`src/design/cctu_pkg.sv`:
```
package cctu_pkg;

    // internal word: q2.18 with headroom for the steering error (below 2.7)
    localparam int W = 22;

    localparam logic [1:0] KIND_SINCOS = 2'd0;
    localparam logic [1:0] KIND_ASIN   = 2'd1;
    localparam logic [1:0] KIND_ACOS   = 2'd2;
    localparam logic [1:0] KIND_NONE   = 2'd3;

    // 0.5 (a right angle) in q2.18
    localparam logic signed [W-1:0] HALF_Q218 = W'(131072);
    // 0.5 in q1.15, the pre-rotation threshold
    localparam logic signed [15:0] HALF_Q115 = 16'sd16384;

    localparam logic [14:0] GAIN_RESET = 15'd19899;

    typedef struct packed {
        logic [1:0]          kind;
        logic signed [15:0]  arg;
        logic signed [W-1:0] x;
        logic signed [W-1:0] y;
        logic signed [W-1:0] acc;
    } stage_t;

    // round(atan(2^-i) / pi * 2^18)
    function automatic logic [16:0] atan_q218(input int idx);
        logic [16:0] val;
        case (idx)
            0:       val = 17'd65536;
            1:       val = 17'd38688;
            2:       val = 17'd20442;
            3:       val = 17'd10377;
            4:       val = 17'd5208;
            5:       val = 17'd2607;
            6:       val = 17'd1304;
            7:       val = 17'd652;
            8:       val = 17'd326;
            9:       val = 17'd163;
            10:      val = 17'd81;
            11:      val = 17'd41;
            12:      val = 17'd20;
            13:      val = 17'd10;
            14:      val = 17'd5;
            15:      val = 17'd3;
            16:      val = 17'd1;
            17:      val = 17'd1;
            default: val = 17'd0;
        endcase
        return val;
    endfunction

    // q2.18 to q1.15: floor shift by 3, then clamp
    function automatic logic signed [15:0] sat_q115(input logic signed [W-1:0] v);
        logic signed [W-4:0] t;
        logic signed [15:0]  res;
        t = v[W-1:3];
        if (t > (W-3)'(32767))
            res = 16'sh7fff;
        else if (t < -(W-3)'(32768))
            res = 16'sh8000;
        else
            res = t[15:0];
        return res;
    endfunction

endpackage

```
`src/design/cordic_circular_trig_unit_core.sv`:
```
// throughput: one beat per cycle unless out_ready stalls the output; one register
//   stage per micro-rotation plus an entry stage (pre-rotation) and an output stage
//   (negate, truncate, saturate)
// every stage holds its own valid bit and takes a beat whenever it is empty or
//   its successor takes one, so bubbles close up under output stalls
// reset (rst_n, async, active low) empties the pipeline and loads gain 19899
module cordic_circular_trig_unit_core #(
    parameter int ITERATIONS = 16
) (
    input  logic               clk,
    input  logic               rst_n,
    // configuration: inverse gain register
    input  logic               cfg_wr_en,
    input  logic [14:0]        cfg_wr_data,
    // input channel
    input  logic               in_valid,
    output logic               in_ready,
    input  logic [1:0]         kind,
    input  logic signed [15:0] argument,
    // output channel
    output logic               out_valid,
    input  logic               out_ready,
    output logic signed [15:0] cosine_out,
    output logic signed [15:0] sine_out,
    output logic signed [15:0] angle_out
);

    localparam int W = cctu_pkg::W;

    // gain register, starting vector magnitude
    logic [14:0]          gain_reg;
    logic signed [W-1:0]  gain_q218;

    // pipeline links: index s holds the vector after s micro-rotations
    cctu_pkg::stage_t     stage_data  [0:ITERATIONS];
    logic                 stage_valid [0:ITERATIONS];
    logic                 stage_ready [0:ITERATIONS];

    // entry stage
    logic                 s0_valid_reg;
    cctu_pkg::stage_t     s0_data_reg;
    cctu_pkg::stage_t     s0_next;

    // output stage
    logic                 out_valid_reg;
    logic signed [15:0]   cos_reg;
    logic signed [15:0]   sin_reg;
    logic signed [15:0]   ang_reg;
    logic signed [15:0]   cos_next;
    logic signed [15:0]   sin_next;
    logic signed [15:0]   ang_next;
    logic signed [W-1:0]  acc_final;
    logic                 out_take;

    always_ff @(posedge clk or negedge rst_n)
    begin
        if (!rst_n)
            gain_reg <= cctu_pkg::GAIN_RESET;
        else if (cfg_wr_en)
            gain_reg <= cfg_wr_data;
    end

    assign gain_q218 = {{(W-18){1'b0}}, gain_reg, 3'b000};

    // pre-rotation and starting vector
    always_comb
    begin
        s0_next.kind = kind;
        s0_next.arg  = argument;
        if (kind == cctu_pkg::KIND_SINCOS)
        begin
            if (argument > cctu_pkg::HALF_Q115)
            begin
                // beyond +0.5: start at a right angle
                s0_next.x   = '0;
                s0_next.y   = gain_q218;
                s0_next.acc = cctu_pkg::HALF_Q218;
            end
            else if (argument < -cctu_pkg::HALF_Q115)
            begin
                s0_next.x   = '0;
                s0_next.y   = -gain_q218;
                s0_next.acc = -cctu_pkg::HALF_Q218;
            end
            else
            begin
                s0_next.x   = gain_q218;
                s0_next.y   = '0;
                s0_next.acc = '0;
            end
        end
        else
        begin
            // arc kinds: arccosine runs from -0.5 and flips at the end
            s0_next.x   = gain_q218;
            s0_next.y   = '0;
            s0_next.acc = (kind == cctu_pkg::KIND_ACOS) ? -cctu_pkg::HALF_Q218 : '0;
        end
    end

    assign in_ready = !s0_valid_reg || stage_ready[0];

    always_ff @(posedge clk or negedge rst_n)
    begin
        if (!rst_n)
            s0_valid_reg <= 1'b0;
        else if (in_ready)
            s0_valid_reg <= in_valid;
    end

    always_ff @(posedge clk)
    begin
        if (in_valid && in_ready)
            s0_data_reg <= s0_next;
    end

    assign stage_data[0]  = s0_data_reg;
    assign stage_valid[0] = s0_valid_reg;

    // one micro-rotation per stage
    for (genvar i = 0; i < ITERATIONS; i++)
    begin : g_rot
        cctu_stage #(
            .SHIFT (i)
        ) u_stage (
            .clk       (clk),
            .rst_n     (rst_n),
            .in_valid  (stage_valid[i]),
            .in_ready  (stage_ready[i]),
            .in_data   (stage_data[i]),
            .out_valid (stage_valid[i+1]),
            .out_ready (stage_ready[i+1]),
            .out_data  (stage_data[i+1])
        );
    end

    // output stage: arccosine negation, truncation to q1.15, saturation
    assign stage_ready[ITERATIONS] = !out_valid_reg || out_ready;
    assign out_take = stage_valid[ITERATIONS] && stage_ready[ITERATIONS];

    always_comb
    begin
        if (stage_data[ITERATIONS].kind == cctu_pkg::KIND_ACOS)
            acc_final = -stage_data[ITERATIONS].acc;
        else
            acc_final = stage_data[ITERATIONS].acc;

        if (stage_data[ITERATIONS].kind == cctu_pkg::KIND_NONE)
        begin
            // unused kind gives an all-zero result
            cos_next = '0;
            sin_next = '0;
            ang_next = '0;
        end
        else
        begin
            cos_next = cctu_pkg::sat_q115(stage_data[ITERATIONS].x);
            sin_next = cctu_pkg::sat_q115(stage_data[ITERATIONS].y);
            ang_next = cctu_pkg::sat_q115(acc_final);
        end
    end

    always_ff @(posedge clk or negedge rst_n)
    begin
        if (!rst_n)
            out_valid_reg <= 1'b0;
        else if (stage_ready[ITERATIONS])
            out_valid_reg <= stage_valid[ITERATIONS];
    end

    always_ff @(posedge clk)
    begin
        if (out_take)
        begin
            cos_reg <= cos_next;
            sin_reg <= sin_next;
            ang_reg <= ang_next;
        end
    end

    assign out_valid  = out_valid_reg;
    assign cosine_out = cos_reg;
    assign sine_out   = sin_reg;
    assign angle_out  = ang_reg;

endmodule

```
`src/design/cctu_stage.sv`:
```
module cctu_stage #(
    parameter int SHIFT = 0
) (
    input  logic               clk,
    input  logic               rst_n,
    input  logic               in_valid,
    output logic               in_ready,
    input  cctu_pkg::stage_t   in_data,
    output logic               out_valid,
    input  logic               out_ready,
    output cctu_pkg::stage_t   out_data
);

    localparam logic signed [cctu_pkg::W-1:0] ATAN =
        cctu_pkg::W'(cctu_pkg::atan_q218(SHIFT));

    logic                          valid_reg;
    cctu_pkg::stage_t              data_reg;
    cctu_pkg::stage_t              data_next;
    logic signed [cctu_pkg::W-1:0] arg_ext;
    logic signed [cctu_pkg::W-1:0] err;
    logic                          turn_pos;

    assign in_ready  = !valid_reg || out_ready;
    assign out_valid = valid_reg;
    assign out_data  = data_reg;

    always_comb
    begin
        arg_ext = {{(cctu_pkg::W-19){in_data.arg[15]}}, in_data.arg, 3'b000};
        // arc kinds steer on y, sincos on the angle
        if (in_data.kind != cctu_pkg::KIND_SINCOS)
            err = arg_ext - in_data.y;
        else
            err = arg_ext - in_data.acc;
        turn_pos = !err[cctu_pkg::W-1] && (err != '0);

        data_next      = in_data;
        if (turn_pos)
        begin
            data_next.x   = in_data.x - (in_data.y >>> SHIFT);
            data_next.y   = in_data.y + (in_data.x >>> SHIFT);
            data_next.acc = in_data.acc + ATAN;
        end
        else
        begin
            data_next.x   = in_data.x + (in_data.y >>> SHIFT);
            data_next.y   = in_data.y - (in_data.x >>> SHIFT);
            data_next.acc = in_data.acc - ATAN;
        end
    end

    always_ff @(posedge clk or negedge rst_n)
    begin
        if (!rst_n)
            valid_reg <= 1'b0;
        else if (in_ready)
            valid_reg <= in_valid;
    end

    always_ff @(posedge clk)
    begin
        if (in_valid && in_ready)
            data_reg <= data_next;
    end

endmodule

```
`config.mk`:
```
export PLATFORM = sky130hd
export DESIGN_NAME = cordic_circular_trig_unit_core
export DESIGN_NICKNAME = d
export VERILOG_FILES = /design/src/design/cctu_pkg.sv /design/src/design/cordic_circular_trig_unit_core.sv /design/src/design/cctu_stage.sv
export SDC_FILE = /design/constraint.sdc
export NUM_CORES = 2
export LEC_CHECK = 0
export ABC_AREA = 1
export BUFFER_PORTS_ARGS = -buffer_cell sky130_fd_sc_hd__buf_2
export CELL_PAD_IN_SITES_DETAIL_PLACEMENT = 2
export CELL_PAD_IN_SITES_GLOBAL_PLACEMENT = 2
export CORE_MARGIN = 2
export CORE_UTILIZATION = 35
export CTS_CLUSTER_SIZE = 10
export DETAILED_ROUTE_END_ITERATION = 6
export PLACE_DENSITY = 0.69
export SETUP_SLACK_MARGIN = 0.4
export SYNTH_ARGS = -nofsm -noshare
export SYNTH_HDL_FRONTEND = slang
export SYNTH_SLANG_ARGS = --single-unit
```
`constraint.sdc`:
```
create_clock -name clk -period 16.21 [get_ports clk]
set_input_delay 0 -clock clk [delete_from_list [all_inputs] [get_ports clk]]
set_output_delay 0 -clock clk [all_outputs]
set_load 0.03 [all_outputs]
```
==> results by group <==
Run status
  – Status: finished clean

Setup path
  – Cell repeated most along the worst path: a21oi_1
  – Critical-path top delay cell: o21bai_2
  – Crit path kind: reg -> reg
  – CP bufs+invs: 4
  – Critical Path RT: 16.87 ns
  – Startpoint Class: flop
  – Crit-path leading delay family: compound AO/OA/AOI/OAI gates
  – Max FO, Critical Path: 32
  – Max incr delay on CP: 0.77 ns
  – WP data arrival: 8.89 ns
  – Endpoint class of the critical path: flop

Final layout
  – Fillers: ~36k
  – Layout cells sized above 1: 0.0382
  – Final std cells w/o fill: around 18k
  – Max reg flops: around 1.3k
  – Finished Cell Area: ~0.13 mm2
  – Area Growth Syn to Fin: 10.7%
  – Nets: about 15k

Clock tree
  – CTS tree: built
  – Root Driver: clkbuf_16
  – Clock slew at reported path FFs: 0.06 ns
  – H-Tree Level Count: 4
  – CTS max path bufs: 4
  – Clock latency at the later pin of the worst-skew pair: 0.92 ns
  – Cts bufs inserted: around 180
  – Sink Count: 1391

Synthesis
  – Yosys warns: 0
  – Yosys reg bits: 1391
  – Async set-or-reset flop fraction in the synthesized netlist: 0.0237
  – Mux cell area share after synthesis: 0.0113
  – Net count after synthesis: between 10k and 15k
  – Post-Synth XOR/XNOR Area: 0.113
  – Synth Area in Simple Gates: 0.170
  – Seq/Total Area, Yosys: 0.364
  – Syn Area/Cell: 8.43 um2
  – Post-Synth Adder-Cell Area: 0.146
  – Main combinational cell family by area after synthesis: simple AND/OR/NAND/NOR gates
  – Area of the mapped netlist: 0.114 mm2
  – Synth Area in Compound Gates: 0.133
  – EDFF count, synth: 1358
  – Post-synth top flop: edfxtp_1
  – Netlist cell types: 75
  – Synth Instances: ~14k

Placement
  – Dpl cells: 17.9k
  – Post-DP HPWL: 370000 um
  – Placed Instance Area: 0.120 mm2
  – Routability cong.: ~0.91
  – # port buffers: 87

Timing
  – Final period util: 0.508
  – Max-slew violation count: 0
  – Setup violations, final: 0
  – Setup TNS: 0 ns
  – Period minus WS final: 8.23 ns
  – Worst Max-Slew Pin Slew: 1.18 ns
  – Layout Skew: 0.0626 ns
  – Final hold vios: 0
  – Unrepaired setup endpoints after global routing: false
  – Max frequency: 121 MHz
  – Rel. slew slack: 0.211

Drt
  – Detailed Route WL: 449000 um
  – DRT iter0 DRCs: 5666
  – Drc violations: 0
  – Router iterations before antenna repair: 6
  – Vias: 98.4k
  – Via density: 5.37
  – DRT antenna net count: 0
  – Drt wl/cell: approximately 25 um

GRT
  – GRT Overall Usage: 0.265
  – Antenna violations before repair: 23
  – Largest net degree at the start of global routing: 84
  – Vias in the first global route: 108k
  – Overflow after GRT: 0
  – First-pass GRT wire length: a little under 700000 um

Floorplanning
  – Chip height: 576 um
  – Row cnt: ~210
  – IO Count: 88
  – Initial Utilization: 0.352
  – Die Area: roughly 0.33 mm2
  – Core Box Area: 0.325 mm2
  – Die X-Extent: 576 um

Min path
  – Hold crit path type: in -> reg

Flow run
  – Max Cap Viol: 0
cell type report:
type / instances / area, um2 / share of cell area
diodes: 8 / 20.0 / 0.000158
clock inverters: 64 / 623 / 0.00492
repair buffers: 233 / 1790 / 0.0141
clock buffers: 240 / 4940 / 0.0390
inverters: 1749 / 6570 / 0.0519
well taps: 4325 / 5410 / 0.0427
multi-input cells: 10300 / 65700 / 0.519
flip-flops and latches: 1391 / 41600 / 0.328
routing by layer:
layer | vias up | GRT usage | part of all wire
met4 | 2 | 0.0820 | 0.034
met1 | 49600 | 0.361 | 0.47
li1 | 46900 | - | -
met5 | - | 0 | 0.000029
met3 | 573 | 0.0203 | 0.029
met2 | 1398 | 0.447 | 0.47
cells in the final DEF, fill, tap and decap left out, types with 74 or more instances in the layout:
cell / netlist / layout
a21boi_0: 83 / 83
a21o_1: 79 / 79
a21oi_1: 1370 / 1367
a31oi_1: 74 / 74
buf_2: 29 / 87
clkbuf_16: 0 / 186
dlygate4sd3_1: 0 / 102
edfxtp_1: 1358 / 1358
ha_1: 1265 / 1265
inv_1: 1731 / 1722
mux2i_1: 129 / 129
nand2_1: 2614 / 2614
nand3_1: 493 / 493
nand4_1: 111 / 111
nor2_1: 931 / 925
nor3_1: 238 / 238
o21ai_0: 809 / 809
xnor2_1: 409 / 409
xor2_1: 1055 / 1054
final timing paths:
kind	start	end	slack (ns)	cells past startpoint
worst max-delay path	g_rot[4].u_stage.out_data[83]	g_rot[5].u_stage.out_data[65]	7.98	32
worst min-delay path	kind[1]	s0_data_reg[17]	0.12	4
worst max register to register	g_rot[4].u_stage.out_data[83]	g_rot[5].u_stage.out_data[65]	7.98	32
worst min register to register	g_rot[0].u_stage.out_data[82]	g_rot[1].u_stage.out_data[82]	0.45	0
max in group asynchronous	rst_n	g_rot[11].u_stage.out_valid	15.20	4
min in group asynchronous	rst_n	gain_reg[6]	0.37	4
kinds of logic after synthesis:
logic type	count (synthesis)
fa+ha+maj	1308
mux	129
xor+xnor	1469
buf+inv	1875
simple gates	4637
compound gates	2772
flops	1391
what timing repair did:
| item | CTS | global route |
|---|---|---|
| setup buffers | 0 | 0 |
| hold buffers | 102 | 0 |
| endpoints found under the hold margin | 137 | 0 |
| resized for setup | 0 | 0 |
worst min-delay path, stage by stage:
cell	delay [ns]
dlygate4sd3_1	0.53
buf_2	0.15
inv_1	0.06
o21ai_0	0.15
synth_stat cells (all sizes together), types with 3 or more instances:
cell     count  share of area
buf         68         0.0038
fa          43         0.0075
a211oi      35         0.0023
or3          7        0.00038
mux2i      129          0.011
nand4      113         0.0063
a22oi        5        0.00033
nor3b       18         0.0012
nor2       957          0.032
or4          7        0.00046
clkbuf      58         0.0019
nor3       239          0.010
o2111ai      3        0.00023
o31ai       40         0.0026
dfstp       10         0.0023
o21bai      75         0.0051
inv       1747          0.057
or2         21         0.0011
xor2      1059          0.082
xnor2      409          0.031
o22ai        3        0.00016
o311ai       6        0.00046
nand3b      41         0.0027
a21oi     1372          0.060
dfrtp       23         0.0050
a31oi       74         0.0040
o211ai      53         0.0035
ha        1265           0.14
a221oi       7        0.00054
nand3      500          0.022
a21boi      85         0.0056
edfxtp    1358           0.36
and2         3        0.00016
o21ai      867          0.039
a21o        79         0.0052
o221ai      24         0.0018
o21a        36         0.0024
nand2     2657          0.088
nor4        70         0.0038
through the flow:
| stage | worst slack [ns] | util | hold slack, ns |
|---|---|---|---|
| floorplan | 9.95 | - | -0.296 |
| global placement | 8.32 | 0.370 | 0.167 |
| detailed placement | 8.09 | 0.370 | 0.187 |
| CTS | 8.06 | 0.390 | 0.0141 |
| global route | 7.41 | 0.390 | 0.131 |
| finish | 7.98 | 0.390 | 0.120 |
Power is left out: the tool's default activity adds up to more than one toggle a clock period on the data nets, which glitch-free logic cannot reach.
